## config.mk

```make
export PLATFORM = sky130hd
export DESIGN_NAME = srbt_cell
export DESIGN_NICKNAME = d
export VERILOG_FILES = /design/src/rtl/core/srbt_pkg.sv /design/src/rtl/core/srbt_cell.sv
export SDC_FILE = /design/constraint.sdc
export NUM_CORES = 1
export LEC_CHECK = 0
export BUFFER_PORTS_ARGS = -buffer_cell sky130_fd_sc_hd__buf_2
export CAP_MARGIN = 20
export CORE_AREA = 2 2 179 181
export DETAILED_ROUTE_END_ITERATION = 12
export DIE_AREA = 0 0 181 183
export GPL_TIMING_DRIVEN = 0
export PLACE_DENSITY = 0.78
export SLEW_MARGIN = 0
export SYNTH_ARGS = -nofsm -noshare
export SYNTH_HDL_FRONTEND = slang
export SYNTH_SLANG_ARGS = --single-unit
```

## constraint.sdc

```tcl
create_clock -name clk_i -period 11.82 [get_ports clk_i]
set_input_delay 2.955 -clock clk_i [delete_from_list [all_inputs] [get_ports clk_i]]
set_output_delay 2.955 -clock clk_i [all_outputs]
set_load 0.1 [all_outputs]
```

## src/rtl/core/srbt_pkg.sv

```systemverilog
// Shared types, constants and helpers for the sorted range blocklist table.
package srbt_pkg;

  localparam int TABLE_DEPTH = 64;
  localparam int CNT_W       = $clog2(TABLE_DEPTH + 1);
  localparam int ADDR_W      = 64;
  localparam int OUT_IDX_W   = 6;
  localparam int STAT_W      = 2;

  typedef logic [STAT_W-1:0] status_t;

  localparam status_t STAT_INSERTED = 2'd0;
  localparam status_t STAT_OVERLAP  = 2'd1;
  localparam status_t STAT_FULL     = 2'd2;

  localparam logic CMD_LOOKUP = 1'b0;
  localparam logic CMD_INSERT = 1'b1;

  // One input transaction.
  typedef struct packed {
    logic              command;
    logic [ADDR_W-1:0] start_address;
    logic [ADDR_W-1:0] length;
    logic [ADDR_W-1:0] end_address;
  } item_t;

  // One result transaction.
  typedef struct packed {
    logic                 hit;
    logic [OUT_IDX_W-1:0] match_index;
    status_t              status;
    logic                 low_conflict_valid;
    logic [OUT_IDX_W-1:0] low_conflict_index;
    logic                 high_conflict_valid;
    logic [OUT_IDX_W-1:0] high_conflict_index;
  } result_t;

  // Query broadcast to every cell; qend is start + length in 65 bits.
  typedef struct packed {
    logic [ADDR_W-1:0] start;
    logic [ADDR_W:0]   qend;
    logic [ADDR_W-1:0] endb;
  } query_t;

  // Cell sequencing controls.
  typedef struct packed {
    logic compare;
    logic commit;
  } cell_ctrl_t;

  // Handed from cell i to cell i+1.
  typedef struct packed {
    logic              gt;
    logic [ADDR_W-1:0] low;
    logic [ADDR_W-1:0] high;
  } cell_link_t;

  // Registered per-cell compare results.
  typedef struct packed {
    logic lk_hit;
    logic lo_in;
    logic hi_in;
  } cell_flag_t;

  // Lowest set bit, truncated to the output index width.
  function automatic logic [OUT_IDX_W-1:0] first_set(input logic [TABLE_DEPTH-1:0] v);
    logic [OUT_IDX_W-1:0] idx;
    idx = '0;
    for (int i = TABLE_DEPTH - 1; i >= 0; i--) begin
      if (v[i]) idx = OUT_IDX_W'(i);
    end
    return idx;
  endfunction

endpackage

```

## src/rtl/core/srbt_cell.sv

```systemverilog
// One table cell: holds a range, compares it to the query, shifts on insert.
module srbt_cell import srbt_pkg::*; (
  input  logic       clk_i,
  input  logic       rst_ni,
  input  cell_ctrl_t ctrl_i,
  input  query_t     query_i,
  input  logic       occ_i,
  input  logic       occ_prev_i,
  input  cell_link_t prev_i,
  output cell_link_t link_o,
  output cell_flag_t flag_o
);

  logic [ADDR_W-1:0] low_q, high_q;
  logic              gt_q;
  cell_flag_t        flag_q;
  cell_flag_t        flag_d;
  logic              gt_d;
  logic              take_nb, load_new;

  always_comb begin
    flag_d.lk_hit = occ_i && (query_i.qend > {1'b0, low_q}) && (query_i.start < high_q);
    flag_d.lo_in  = occ_i && (low_q <= query_i.start) && (query_i.start < high_q);
    flag_d.hi_in  = occ_i && (low_q <= query_i.endb) && (query_i.endb < high_q);
    gt_d          = occ_i && (query_i.start < low_q);
  end

  // upper neighbor moves in; first shifting cell or first free cell takes the new range
  assign take_nb  = prev_i.gt;
  assign load_new = !take_nb && (gt_q || (!occ_i && occ_prev_i));

  always_ff @(posedge clk_i or negedge rst_ni) begin
    if (!rst_ni) begin
      flag_q <= '0;
      gt_q   <= 1'b0;
    end else if (ctrl_i.compare) begin
      flag_q <= flag_d;
      gt_q   <= gt_d;
    end
  end

  always_ff @(posedge clk_i) begin
    if (ctrl_i.commit) begin
      if (take_nb) begin
        low_q  <= prev_i.low;
        high_q <= prev_i.high;
      end else if (load_new) begin
        low_q  <= query_i.start;
        high_q <= query_i.endb;
      end
    end
  end

  assign link_o = '{gt: gt_q, low: low_q, high: high_q};
  assign flag_o = flag_q;

endmodule

```

==> summary.txt, run 1 <==
Critical path
  • Reg2Reg Depth: 9
  • Setup crit start: query_i[157]
  • Worst EP arrival: just under 6 ns
  • CP endpoint kind: flip-flop
  • Startpoint types: input port
  • CP required: 12.14 ns
  • Critical R2R Launch: high_q[28]$_DFFE_PP_
  • CP Max Fanout: 3
  • Crit Path Category: in -> reg

Detailed routing
  • Avg WL per Cell: 20.8 um
  • Final antenna-violating net count: 0
  • Routed wire length: 47400 um
  • DRC errors left: 0
  • Drt pass-1 iters: 5
  • Vias post-DR: 12800
  • Initial DRC count: slightly above 900
  • Detail-routed via count per cell: ~5.6

Clock tree
  • Cts bufs inserted: 17
  • Clk sink count: between 100 and 150
  • Clock Latency Late Sink: 0.45 ns
  • Setup Buffers After CTS: 0
  • Clock buffer depth: 2
  • Root Driver: clkbuf_16
  • Hold buffer count at cts: 0
  • CTS tree: yes
  • # resized after CTS: 0
  • H-tree depth: 4
  • CTS clk-pin slew, worst paths: 0.06 ns

Power
  • Pwr Density: 112 mW/mm2
  • Max VDD drop: about 0.098 mV
  • Pleak: ~0.0084 uW

Die
  • Starting Density: 0.412
  • Die area: 0.0331 mm2
  • Die span in y: ~180 um
  • Area of the core: ~0.031 mm2
  • FP Rows: 65
  • I/O pins: 460
  • DIE WIDTH: about 180 um

STA
  • Final count of negative-setup-slack endpoints: 0
  • Unrepaired setup endpoints after global routing: false
  • Final hold violation count: 0
  • Post-layout min period: 5.52 ns
  • Slew Limit Headroom: 0.327
  • Max Clock Skew: between 0.01 and 0.015 ns
  • Total negative slack: 0 ns
  • Worst slew pin tran: roughly 1 ns
  • Slew Viols, Final: 0
  • Crit share post-route: 0.467
  • FMAX: 0.181 GHz

Final layout
  • Nets: 2496
  • Share of layout cells above drive strength 1: 0.301
  • Post-Layout Cell Count: 2274
  • Layout area overhead: 26.9%

Status
  • Run status: complete, no violations

Global route
  • Initial antenna violation count: 9
  • Pin count of the biggest net entering global routing: 38
  • GRT Util Overall: 0.280
  • Total grt overflow: 0
  • First-pass GRT wire length: ~71000 um
  • Vias in the first global route: 12800

Synthesis
  • Top_reg_cell synth: edfxtp_1
  • Sequential area share after synthesis: 0.306
  • Post-Syn Area per Cell: 9.42 um2
  • FFs w/ async S/R, synth: 0.0303
  • Yosys warns: 0
  • Post-synth EDFFs: 128
  • Synth area leaders: ha_1, edfxtp_1, inv_1
  • Distinct cells, synth: 54
  • Mapped Area: 0.0129 mm2
  • Syn nets: about 2000
  • Top-area cell type share of the netlist area: 0.309
  • Largest area contributor in the netlist: ha_1
  • Seq cells post-synth: between 100 and 150
  • Cells after Synth: 1368

Placement
  • Dpl cells: 2233
  • GPL Wtd Cong: around 0.95
  • Port buffer count: between 400 and 500
  • HPWL after DPL: approximately 41000 um

Min path
  • Hold_sp: flag_o[0]$_DFFE_PN0P_
  • Hold Path Depth: 2
  • Hold WC Path Type: reg -> reg

Run
  • Maxcap violations: 0
[critical path: stages]
cell and delay (ns):
buf_2 0.14, ha_1 0.32, nand4_1 0.18, or4_1 0.63
or4_1 0.54, o22ai_1 0.33, o311ai_1 0.31, and3_1 0.27
o32a_1 0.17
[through the flow]
stage                     utilization  setup slack, ns  cell area [um2]  power, uW  hold WS, ns
after CTS                       0.522             6.27            16300       1830        0.518
final                           0.523             6.30            16300       1830        0.505
after global placement          0.502             3.27            15700       1290        0.466
after floorplan                     -             4.96            12900       1100        0.471
after detailed placement        0.505             5.79            15800       1310        0.492
after global routing            0.523             6.19            16300       1910        0.544
[path summary, 6_finish.rpt]
kind | slack, ns | endpoint
setup reg to reg | 8.48 | flag_o[2]$_DFFE_PN0P_
setup / recovery | 6.30 | flag_o[2]$_DFFE_PN0P_
hold / removal | 0.51 | flag_o[0]$_DFFE_PN0P_
max in group asynchronous | 9.40 | gt_q$_DFFE_PN0P_
hold reg to reg | 0.51 | flag_o[0]$_DFFE_PN0P_
min in group asynchronous | 2.30 | flag_o[1]$_DFFE_PN0P_
[final cells by class]
type | instances | area [um2]
fill | 2905 | 14900
multi-input combinational | 1012 | 8090
sequential | 132 | 3940
timing repair buffer | 463 | 2380
inverter | 202 | 758
tap | 402 | 503
clock buffer | 19 | 433
clock inverter | 12 | 115
buffer | 22 | 87.6
antenna | 10 | 25.0
[synthesized netlist by cell type (5+ instances only)]
master	number
nor2b_1	8
nor4_1	13
a211oi_1	11
o31ai_1	6
o211ai_1	5
buf_1	6
a21o_1	28
edfxtp_1	128
nor3_1	10
nand4_1	64
clkbuf_1	14
mux2_2	64
a21oi_1	112
ha_1	318
nand3_1	23
a221oi_1	7
nand2_1	134
a31oi_1	5
inv_1	202
o21ai_0	116
nor2_1	33
[cells in the final DEF (no fill, tap or decap), drive strengths merged, types with 28 or more instances in the layout]
| cell | n |
|---|---|
| buf | 471 |
| ha | 318 |
| inv | 202 |
| nand2 | 134 |
| edfxtp | 128 |
| o21ai | 116 |
| a21oi | 112 |
| mux2 | 64 |
| nand4 | 64 |
| nor2 | 33 |
| clkbuf | 33 |
| a21o | 28 |
[per-layer routing]
layer	wire [um]	track usage	vias up
met2	22900	0.483	636
li1	-	-	6069
met1	19200	0.344	6004
met3	3360	0.0467	101
met5	0	0	-
met4	1880	0.131	0
[registers in the layout (all words and copies together) (netlist names)]
register	flops
flag_o	3
gt_q	1
high_q	64
low_q	64
[kinds of logic (layout without fill, tap and decap cells)]
logic type / after synthesis / in the layout / share of synthesized area
and+or+nand+nor: 303 / 303 / 0.113
DFF: 132 / 132 / 0.306
other: 0 / 10 / 0
muxes: 64 / 64 / 0.0559
adders and majority gates: 318 / 318 / 0.309
AOI/OAI and AO/OA: 327 / 327 / 0.150
buffers and inverters: 224 / 718 / 0.0657
[power breakdown]
part	internal [uW]	leakage [uW]	switching [uW]
combinational	212	0.00681	505
sequential	561	0.00128	29.4
clock	305	0.000263	214
total	1080	0.00836	748
No activity file was read; power rests on OpenSTA's default activity.
==> run 2: changes to the inputs <==
--- a/config.mk
+++ b/config.mk
@@ -11,7 +11,7 @@
 export DETAILED_ROUTE_END_ITERATION = 12
 export DIE_AREA = 0 0 181 183
 export GPL_TIMING_DRIVEN = 0
-export PLACE_DENSITY = 0.78
+export PLACE_DENSITY = 0.81
 export SLEW_MARGIN = 0
 export SYNTH_ARGS = -nofsm -noshare
 export SYNTH_HDL_FRONTEND = slang
==> constraint.sdc (replaced) <==
create_clock -name clk_i -period 4.75 [get_ports clk_i]
set_input_delay 1.1875 -clock clk_i [delete_from_list [all_inputs] [get_ports clk_i]]
set_output_delay 1.1875 -clock clk_i [all_outputs]
set_load 0.1 [all_outputs]
==> summary.txt, run 2 (synthesis results as in run 1) <==
Run
  • Maxcap violations: 0 (unchanged)

Global route
  • Vias in the first global route: 12900 (+0.59%)
  • Total grt overflow: 0 (unchanged)
  • GRT Util Overall: 0.281 (+0.000568)
  • Pin count of the biggest net entering global routing: 66 (+74%)
  • First-pass GRT wire length: 70800 um (+0.35%)
  • Initial antenna violation count: 9 (unchanged)

Detailed routing
  • Final antenna-violating net count: 0 (unchanged)
  • DRC errors left: 0 (unchanged)
  • Routed wire length: 47500 um (+0.19%)
  • Drt pass-1 iters: 6 (+1)
  • Vias post-DR: 12900 (+0.80%)
  • Detail-routed via count per cell: 5.68 (+0.88%)
  • Initial DRC count: 866 (-5.5%)
  • Avg WL per Cell: 20.9 um (+0.27%)

Die
  • I/O pins: 460 (unchanged)
  • Starting Density: 0.412 (unchanged)
  • FP Rows: 65 (unchanged)
  • Die area: 0.0331 mm2 (unchanged)
  • DIE WIDTH: 181 um (unchanged)
  • Die span in y: 183 um (unchanged)
  • Area of the core: 0.0312 mm2 (unchanged)

Critical path
  • CP endpoint kind: flip-flop
  • Critical R2R Launch: high_q[28]$_DFFE_PP_
  • Crit path max-delay cell type: or4b_2
  • CP cell instances: buf_2 > ha_1 > nand4_1 > nor3_1 > or4b_2 > a311oi_1 > o31ai_1 > a31oi_1 > o41ai_1
  • Capturing point of the worst reg2reg path: flag_o[2]$_DFFE_PN0P_
  • Startpoint types: input port
  • R2R Setup Slk: 1.32 ns (-7.16 ns)
  • Setup crit start: query_i[14]
  • CP Max Fanout: 3 (unchanged)
  • Max incr delay on CP: 0.71 ns (+0.08 ns)
  • Reg2Reg Depth: 9 (unchanged)
  • Crit Path Category: in -> reg
  • Worst EP arrival: 4.15 ns (-1.70 ns)
  • CP required: 5.07 ns (-7.07 ns)

Clock tree
  • # resized after CTS: 0 (unchanged)
  • Clock buffer depth: 2 (unchanged)
  • H-tree depth: 4 (unchanged)
  • Root Driver: clkbuf_16
  • Hold buffer count at cts: 0 (unchanged)
  • Setup Buffers After CTS: 0 (unchanged)
  • CTS tree: yes
  • Cts bufs inserted: 17 (unchanged)
  • Clock Latency Late Sink: 0.46 ns (about the same)
  • Clk sink count: 132 (unchanged)
  • CTS clk-pin slew, worst paths: 0.06 ns (about the same)

STA
  • Max Clock Skew: 0.00907 ns (-0.00332 ns)
  • FMAX: ~0.26 GHz
  • Post-layout min period: between 3 and 4 ns
  • Total negative slack: 0 ns (unchanged)
  • Crit share post-route: 0.807
  • Slew Limit Headroom: 0.353 (+0.0259)
  • Final hold violation count: 0 (unchanged)
  • Slew Viols, Final: 0 (unchanged)
  • Unrepaired setup endpoints after global routing: false
  • Final count of negative-setup-slack endpoints: 0 (unchanged)
  • Worst slew pin tran: 0.970 ns (-0.0297 ns)

Placement
  • Post-Place Cell Area: 0.0157 mm2 (-0.32%)
  • GPL Wtd Cong: 0.972 (+2.3%)
  • Dpl cells: 2230 (-0.13%)
  • Port buffer count: 458 (unchanged)
  • HPWL after DPL: 40400 um (-1.7%)

Power
  • Max VDD drop: 0.249 mV (+150%)
  • Pwr Density: 284 mW/mm2 (+150%)
  • Pleak: 0.00837 uW (about the same)

Min path
  • Hold WC Path Type: reg -> reg
  • Hold EP: flag_o[0]$_DFFE_PN0P_
  • Hold Path Depth: 2 (unchanged)
  • Hold_sp: flag_o[0]$_DFFE_PN0P_

Final layout
  • Nets: 2494 (-0.080%)
  • Post-Layout Cell Count: 2272 (-0.088%)
  • Share of layout cells above drive strength 1: 0.301 (+0.000699)
  • Most frequent cells in the layout: buf_2, ha_1, inv_1, nand2_1, edfxtp_1
  • Layout area overhead: 26.9% (about the same)
  • Leading cell type in the layout, fill and taps excluded: buf_2
  • Design area: 0.0163 mm2 (about the same)

Status
  • Run status: complete, no violations
==> run 2: changes by cell type in the layout (fill, tap and decap cells not counted), moves of 2 or more <==
cell and delta:
buf_12 -3, buf_8 -2, clkinv_1 -2, clkinv_4 +2
==> run 2: area by class of cell <==
type,count,area (um2)
fill,2867,14900
multi-input combinational,1012,8100
sequential,132,3940
timing repair buffer,461,2340
inverter,202,758
tap,402,503
clock buffer,19,433
clock inverter,13,159
buffer,22,87.6
antenna,9,22.5
==> run 2: worst max-delay path by stage <==
| stage | to | slack, ns | cells after the start |
|---|---|---|---|
| CTS | flag_o[0]$_DFFE_PN0P_ | 0.85 | 9 |
| finish | flag_o[0]$_DFFE_PN0P_ | 0.92 | 9 |
| global route | flag_o[0]$_DFFE_PN0P_ | 0.74 | 9 |
| detailed placement | flag_o[0]$_DFFE_PN0P_ | 0.37 | 9 |
| floorplan | high_q[0]$_DFFE_PP_ | 1.16 | 2 |
| global placement | low_q[27]$_DFFE_PP_ | 0.15 | 2 |
==> run 2: routing by layer <==
layer  track usage  vias to the layer above  part of all wire
met5             0                        -                 0
met1         0.337                     6108              0.40
met4         0.125                        0             0.040
met2         0.490                      658              0.48
li1              -                     6037                 -
met3        0.0542                      109             0.080
==> run 2: where the power goes <==
group | leakage [uW] | total, uW | internal [uW] | switching, uW
Clock | 0.000283 | 1390 | 823 | 567
Sequential | 0.00128 | 1470 | 1400 | 73.3
Combinational | 0.00680 | 1780 | 522 | 1260
==> run 2: stage by stage <==
step | util | hold WS, ns | setup WS, ns | total power (uW)
after floorplan | - | 0.471 | 1.16 | 2730
after global placement | 0.502 | 0.463 | 0.152 | 3200
after detailed placement | 0.503 | 0.475 | 0.373 | 3250
after CTS | 0.522 | 0.501 | 0.849 | 4640
after global routing | 0.523 | 0.523 | 0.742 | 4840
final | 0.523 | 0.491 | 0.917 | 4640
==> run 2: worst max-delay path, delay by kind of cell <==
kind / cells / cell delay [ns]
and+or+nand+nor: 3 / 1.31
AOI/OAI and AO/OA: 4 / 1.21
adders and majority gates: 1 / 0.32
buffers and inverters: 1 / 0.11
